--- src/design/tsa_pkg.sv ---
`timescale 1ns / 1ps
// ----------------------------------------------------------------------------
// tsa_pkg
// Shared widths, latencies, unit codes and tables for the triangle solver.
// ----------------------------------------------------------------------------
package tsa_pkg;

    localparam int COORD_W    = 24;
    localparam int DIFF_W     = 25;
    localparam int SQ_W       = 50;
    localparam int SIDE_W     = 25;
    localparam int ANGLE_W    = 24;
    localparam int UNIT_W     = 2;

    localparam int SIDE_RAD_W = 50;
    localparam int SIN_RAD_W  = 62;
    localparam int SIN_ROOT_W = SIN_RAD_W / 2;

    localparam int DIV_STEPS    = 30;
    localparam int CORDIC_STEPS = 30;

    localparam int ANGLE_LAT = 9 + DIV_STEPS + SIN_ROOT_W + CORDIC_STEPS;
    localparam int SIDE_LAT  = 3 + SIDE_RAD_W / 2 + 1;
    localparam int TOTAL_LAT = SIDE_LAT + ANGLE_LAT + 1;

    localparam logic [UNIT_W-1:0] UNIT_RAD  = 2'd0;
    localparam logic [UNIT_W-1:0] UNIT_DEG  = 2'd1;
    localparam logic [UNIT_W-1:0] UNIT_GRAD = 2'd2;

    localparam logic [31:0] K_RAD  = 32'd52707179;
    localparam logic [31:0] K_DEG  = 32'd3019898880;
    localparam logic [31:0] K_GRAD = 32'd3355443200;

    localparam logic [ANGLE_W-1:0] ANGLE_MAX = 24'd13107200;

    localparam logic [31:0] ATAN_TAB [CORDIC_STEPS] = '{
        32'd536870912, 32'd316933406, 32'd167458907, 32'd85004756,
        32'd42667331,  32'd21354465,  32'd10679838,  32'd5340245,
        32'd2670163,   32'd1335087,   32'd667544,    32'd333772,
        32'd166886,    32'd83443,     32'd41722,     32'd20861,
        32'd10430,     32'd5215,      32'd2608,      32'd1304,
        32'd652,       32'd326,       32'd163,       32'd81,
        32'd41,        32'd20,        32'd10,        32'd5,
        32'd3,         32'd1
    };

endpackage

--- src/design/tsa_isqrt.sv ---
`timescale 1ns / 1ps
// ----------------------------------------------------------------------------
// tsa_isqrt
// Pipelined floor square root, one root bit per register stage.
// ----------------------------------------------------------------------------
module tsa_isqrt #(
    parameter int RAD_W  = tsa_pkg::SIDE_RAD_W,
    parameter int ROOT_W = RAD_W / 2
) (
    input  logic              clk,
    input  logic              rst_n,
    input  logic              in_valid,
    input  logic [RAD_W-1:0]  radicand,
    output logic              out_valid,
    output logic [ROOT_W-1:0] root
);

    localparam int REM_W = ROOT_W + 2;

    logic              valid_reg [ROOT_W];
    logic [RAD_W-1:0]  rad_reg   [ROOT_W];
    logic [REM_W-1:0]  rem_reg   [ROOT_W];
    logic [ROOT_W-1:0] root_reg  [ROOT_W];

    for (genvar s = 0; s < ROOT_W; s++) begin : g_stage
        logic              valid_cur;
        logic [RAD_W-1:0]  rad_cur;
        logic [REM_W-1:0]  rem_cur;
        logic [ROOT_W-1:0] root_cur;
        logic [REM_W+1:0]  rem_sh;
        logic [REM_W+1:0]  trial;
        logic              ge;
        logic [REM_W+1:0]  rem_diff;
        logic [REM_W-1:0]  rem_next;
        logic [ROOT_W-1:0] root_next;
        logic [RAD_W-1:0]  rad_next;

        if (s == 0) begin : g_first
            assign valid_cur = in_valid;
            assign rad_cur   = radicand;
            assign rem_cur   = '0;
            assign root_cur  = '0;
        end
        else begin : g_rest
            assign valid_cur = valid_reg[s-1];
            assign rad_cur   = rad_reg[s-1];
            assign rem_cur   = rem_reg[s-1];
            assign root_cur  = root_reg[s-1];
        end

        assign rem_sh    = {rem_cur, rad_cur[RAD_W-1 -: 2]};
        assign trial     = {2'b00, root_cur, 2'b01};
        assign ge        = rem_sh >= trial;
        assign rem_diff  = ge ? (rem_sh - trial) : rem_sh;
        assign rem_next  = rem_diff[REM_W-1:0];
        assign root_next = {root_cur[ROOT_W-2:0], ge};
        assign rad_next  = {rad_cur[RAD_W-3:0], 2'b00};

        always_ff @(posedge clk or negedge rst_n)
        begin
            if (!rst_n)
            begin
                valid_reg[s] <= 1'b0;
            end
            else
            begin
                valid_reg[s] <= valid_cur;
            end
        end

        always_ff @(posedge clk)
        begin
            rad_reg[s]  <= rad_next;
            rem_reg[s]  <= rem_next;
            root_reg[s] <= root_next;
        end
    end

    assign out_valid = valid_reg[ROOT_W-1];
    assign root      = root_reg[ROOT_W-1];

endmodule

--- config.mk ---
export PLATFORM = sky130hd
export DESIGN_NAME = tsa_isqrt
export DESIGN_NICKNAME = d
export VERILOG_FILES = /design/src/design/tsa_pkg.sv /design/src/design/tsa_isqrt.sv
export SDC_FILE = /design/constraint.sdc
export NUM_CORES = 2
export LEC_CHECK = 0
export ABC_AREA = 1
export ABC_CLOCK_PERIOD_IN_PS = 2150
export BUFFER_PORTS_ARGS = -buffer_cell sky130_fd_sc_hd__buf_4
export CAP_MARGIN = 20
export CORE_UTILIZATION = 58
export DETAILED_ROUTE_END_ITERATION = 8
export HOLD_SLACK_MARGIN = 0.1
export PLACE_DENSITY = 0.85
export SLEW_MARGIN = 20
export SYNTH_ARGS = -nofsm -noshare
export SYNTH_HDL_FRONTEND = slang
export SYNTH_SLANG_ARGS = --single-unit
--- constraint.sdc ---
create_clock -name clk -period 2.15 [get_ports clk]
set_input_delay 0.43 -clock clk [delete_from_list [all_inputs] [get_ports clk]]
set_output_delay 0.43 -clock clk [all_outputs]
set_load 0.05 [all_outputs]
==> impl_table.tex <==
\begin{tabular}{lr}
\hline
Metric & Value \\
\hline
\multicolumn{2}{l}{\textbf{Run status}} \\
\quad Outcome & finished with violations \\
\quad Violations in the final reports & negative setup slack \\
\multicolumn{2}{l}{\textbf{Timing}} \\
\quad Worst-case hold slack & 0.234 ns \\
\quad Tcrit/Tclk final & 101\% \\
\quad Number of failing hold endpoints at the final stage & 0 \\
\quad Worst-margin pin slew & 0.697 ns \\
\quad Time the worst path needs with I/O delays and setup & 2.16 ns \\
\quad Final setup violation count & 2 \\
\quad Fin Setup TNS & -0.0180 ns \\
\quad Setup slack of the critical path after layout & -0.0111 ns \\
\quad Max Clock Freq & 463 MHz \\
\quad Number of slew-limit violations in the final report & 0 \\
\quad Relative slew slack & 53.1\% \\
\quad Fin Clk Skew & 0.0472 ns \\
\quad Setup repair after global routing missed its margin & yes \\
\multicolumn{2}{l}{\textbf{Cells and area}} \\
\quad Number of flip-flops in the largest register & 611 \\
\quad Number of diodes added for antenna fixing & 0 \\
\quad Share of layout cells above drive strength 1 & 12.0\% \\
\quad Share of the core filled with cells & 69.0\% \\
\quad Number of nets in the layout & 11000 \\
\quad Area Growth Syn to Fin & 18.1\% \\
\quad Final standard cell area without fillers & 0.0840 mm² \\
\quad Finished Layout Cells & 12400 \\
\multicolumn{2}{l}{\textbf{Worst setup path}} \\
\quad Startpoint of the lowest-slack register-to-register path & root\_reg[6][3]\$\_DFF\_P\_ \\
\quad Number of cell instances on the worst register-to-register path & 12 \\
\quad Kind of end point of the critical path & flip-flop \\
\quad Launching element type of the critical path & flip-flop \\
\quad Worst setup path start & root\_reg[6][3]\$\_DFF\_P\_ \\
\quad Crit path kind & reg2reg \\
\quad Critical Path RT & 2.88 ns \\
\quad Top fanout value on the critical path & 19 \\
\quad Worst setup path end & rem\_reg[0][195]\$\_DFF\_P\_ \\
\quad Arrival time at the worst endpoint & 2.89 ns \\
\quad Endpoint of the lowest-slack register-to-register path & rem\_reg[0][195]\$\_DFF\_P\_ \\
\quad Worst reg2reg setup slack & -0.01 ns \\
\multicolumn{2}{l}{\textbf{Route}} \\
\quad Iteration count of the initial detailed-routing pass & 8 \\
\quad WL final & 200000 µm \\
\quad Number of DRC markers in iteration 0 & 5329 \\
\quad Detailed-route wire length per cell & 16.2 µm \\
\quad DRC viols & 0 \\
\quad Number of vias per cell & 5.12 \\
\quad Final antenna-violating net count & 0 \\
\quad Vias after detailed routing & 63400 \\
\multicolumn{2}{l}{\textbf{Placement}} \\
\quad Placed standard-cell area & 0.0760 mm² \\
\quad Final Wtd Congestion & 0.995 \\
\quad Number of cells in the design after placement & 12000 \\
\quad Post-detail-place hpwl & 153000 µm \\
\quad IO buf count & 78 \\
\quad Post-place setup slack & -0.0271 ns \\
\multicolumn{2}{l}{\textbf{Floorplan}} \\
\quad Full die area & 0.124 mm² \\
\quad Number of core rows & 128 \\
\quad Initial cell density of the core & 58.5\% \\
\quad Width of the chip & 352 µm \\
\quad Core ar. & 0.122 mm² \\
\quad Boundary pin count & 79 \\
\quad Die height & 352 µm \\
\multicolumn{2}{l}{\textbf{Hold path}} \\
\quad Worst hold path class & in2async \\
\multicolumn{2}{l}{\textbf{Power and ir drop}} \\
\quad Total power divided by cell area & 1110 mW/mm² \\
\quad Final Total Pwr & 93.6 mW \\
\quad Max IR drop VDD & 0.000922 V \\
\quad P\_leak & 45.7 nW \\
\multicolumn{2}{l}{\textbf{Logic synthesis}} \\
\quad Most used DFF post-synth & sky130\_fd\_sc\_hd\_\_dfxtp\_1 \\
\quad Net count after synthesis & 10400 \\
\quad Number of distinct library cells after synthesis & 53 \\
\quad Flip-flop and latch count after synthesis & 1561 \\
\quad Post-Syn Instances & 10000 \\
\quad Number of flops mapped to enable cells by yosys & 0 \\
\quad Cell Area, Synth & 0.0712 mm² \\
\quad Sequential fraction of the synthesis area & 44.1\% \\
\quad Total number of yosys warnings & 0 \\
\quad Synthesized area per cell & 7.09 µm² \\
\quad Post-synth ARST share & 1.60\% \\
\multicolumn{2}{l}{\textbf{Global route}} \\
\quad Global-route wire length before repair & 311000 µm \\
\quad Via count of the first global-routing pass & 60100 \\
\quad Congestion Overflow GR & 0 \\
\quad Global routing usage summed across all routing layers & 31.1\% \\
\quad Largest net degree at the start of global routing & 29 \\
\quad Antenna violations before repair & 2 \\
\multicolumn{2}{l}{\textbf{Clocking}} \\
\quad Clock tree from TritonCTS & built \\
\quad Register clock-pin slew on the reported worst setup and hold paths & 0.06 ns \\
\quad Buffer levels on the longest clock path & 3 \\
\quad H-Tree Level Count & 4 \\
\quad Num Clock Sinks & 1561 \\
\quad Buffer cell driving the clock tree root & sky130\_fd\_sc\_hd\_\_clkbuf\_16 \\
\quad Clock network latency to the later pin of the worst-skew pair & 0.80 ns \\
\quad Number of buffers created by CTS & 156 \\
\multicolumn{2}{l}{\textbf{Run}} \\
\quad Max-capacitance violation count & 0 \\
\hline
\end{tabular}
-- layout by cell type, fill, tap and decap left out, drive strengths merged, types with 2 or more instances in the layout --
| cell | n |
|---|---|
| o21bai | 8 |
| o21ai | 145 |
| xor2 | 197 |
| o21a | 2 |
| nand3b | 88 |
| dfxtp | 1536 |
| clkbuf | 205 |
| a21oi | 306 |
| nand2 | 3654 |
| nor2 | 845 |
| nor3 | 102 |
| o211ai | 3 |
| clkinvlp | 16 |
| nand4 | 152 |
| xnor2 | 54 |
| buf | 449 |
| bufinv | 20 |
| a21o | 2 |
| inv | 1866 |
| and3 | 7 |
| nand3 | 565 |
| and2 | 22 |
| clkinv | 40 |
| nor3b | 6 |
| nor4 | 6 |
| ha | 352 |
| a21boi | 2 |
| or2 | 25 |
| dfrtp | 25 |
| dlygate4sd3 | 53 |
-- worst min-delay path by stage --
stage,endpoint,slack (ns),cells after the start,startpoint
after detailed placement,rad_reg[0][212]$_DFF_P_,0.31,0,rad_reg[0][162]$_DFF_P_
after CTS,rad_reg[0][40]$_DFF_P_,0.24,2,radicand[40]
after global routing,rad_reg[0][40]$_DFF_P_,0.26,2,radicand[40]
after global placement,rad_reg[1][267]$_DFF_P_,0.31,0,rad_reg[1][217]$_DFF_P_
after floorplan,g_stage[10].valid_cur$_DFF_PN0_,0.13,0,rst_n
final,g_stage[22].valid_cur$_DFF_PN0_,0.23,3,rst_n
-- cell families after synthesis --
logic type                 after synthesis  share of synthesized area (%)
AOI/OAI and AO/OA                      470                           3.84
xor gates and xnor gates               251                           3.09
adders and majority gates              352                           6.19
buffers and inverters                 1935                           10.8
DFF                                   1561                           44.1
other                                    1                        0.00527
and+or+nand+nor                       5472                           32.0
-- synth_stat cells (7+ instances only) --
cell type | number | share of area [%]
sky130_fd_sc_hd__nand2_2 | 38 | 0.33
sky130_fd_sc_hd__a21oi_2 | 72 | 0.89
sky130_fd_sc_hd__nand3b_1 | 88 | 0.93
sky130_fd_sc_hd__ha_1 | 352 | 6.2
sky130_fd_sc_hd__clkinv_1 | 9 | 0.047
sky130_fd_sc_hd__o21ai_2 | 13 | 0.16
sky130_fd_sc_hd__xnor2_1 | 54 | 0.66
sky130_fd_sc_hd__nor2_2 | 56 | 0.49
sky130_fd_sc_hd__nor3_1 | 99 | 0.70
sky130_fd_sc_hd__and3_1 | 7 | 0.062
sky130_fd_sc_hd__nor2_4 | 12 | 0.19
sky130_fd_sc_hd__and2_1 | 21 | 0.18
sky130_fd_sc_hd__nor2_1 | 777 | 4.1
sky130_fd_sc_hd__buf_6 | 40 | 0.63
sky130_fd_sc_hd__inv_4 | 10 | 0.088
sky130_fd_sc_hd__xor2_1 | 197 | 2.4
sky130_fd_sc_hd__nand4_1 | 152 | 1.3
sky130_fd_sc_hd__a21oi_1 | 233 | 1.6
sky130_fd_sc_hd__dfxtp_1 | 1536 | 43
sky130_fd_sc_hd__dfrtp_1 | 25 | 0.88
sky130_fd_sc_hd__inv_2 | 23 | 0.12
sky130_fd_sc_hd__o21ai_1 | 24 | 0.17
sky130_fd_sc_hd__o21ai_0 | 108 | 0.76
sky130_fd_sc_hd__o21bai_1 | 7 | 0.074
sky130_fd_sc_hd__nand2_1 | 3601 | 19
sky130_fd_sc_hd__inv_1 | 1816 | 9.6
sky130_fd_sc_hd__nand2_4 | 12 | 0.19
sky130_fd_sc_hd__or2_2 | 22 | 0.19
sky130_fd_sc_hd__nand3_1 | 563 | 4.0
sky130_fd_sc_hd__buf_4 | 29 | 0.31
-- worst max-delay path, cell delays in order, from the launching register on --
cell and delay, ns:
sky130_fd_sc_hd__dfxtp_1 0.39, sky130_fd_sc_hd__inv_1 0.06, sky130_fd_sc_hd__ha_1 0.36, sky130_fd_sc_hd__nand2_1 0.09, sky130_fd_sc_hd__nor2_1 0.13, sky130_fd_sc_hd__nand2_1 0.12
sky130_fd_sc_hd__nor2_1 0.14, sky130_fd_sc_hd__nand2_1 0.09, sky130_fd_sc_hd__nand3_1 0.12, sky130_fd_sc_hd__nor2_4 0.05, sky130_fd_sc_hd__buf_12 0.14, sky130_fd_sc_hd__o21ai_0 0.25
sky130_fd_sc_hd__buf_4 0.16
-- layout make-up --
| type | instances | area [µm²] |
|---|---|---|
| Inverter | 1858 | 7050 |
| Timing Repair Buffer | 504 | 4210 |
| Clock buffer | 203 | 4380 |
| Fill cell | 10000 | 37700 |
| Multi-Input combinational cell | 6547 | 33700 |
| Sequential cell | 1561 | 31400 |
| Timing Repair inverter | 2 | 20.0 |
| Clock inverter | 82 | 1170 |
| Tap cell | 1625 | 2030 |
-- what timing repair did --
| action | CTS | global route |
|---|---|---|
| setup endpoints to repair | 67 | 500 |
| pin swaps | 2 | 33 |
| gates cloned | 0 | 5 |
| endpoints found under the hold margin | 77 | 0 |
| resized for setup | 14 | 369 |
| hold buffers | 54 | 0 |
| buffers inserted | 2 | 15 |
-- per-layer routing --
metal	GRT usage, %	routed length (µm)	part of all wire (%)
met2	51.5	92300	46
met3	4.46	14200	7.1
met4	11.8	7990	4.0
met1	40.9	86000	43
met5	0	22	0.011
-- power by group --
group | internal (mW) | switching, mW | leakage (nW)
Combinational | 9.60 | 16.0 | 29.8
Sequential | 33.9 | 5.02 | 13.1
Clock | 17.0 | 12.0 | 2.67
No activity file was read; power rests on OpenSTA's default activity.
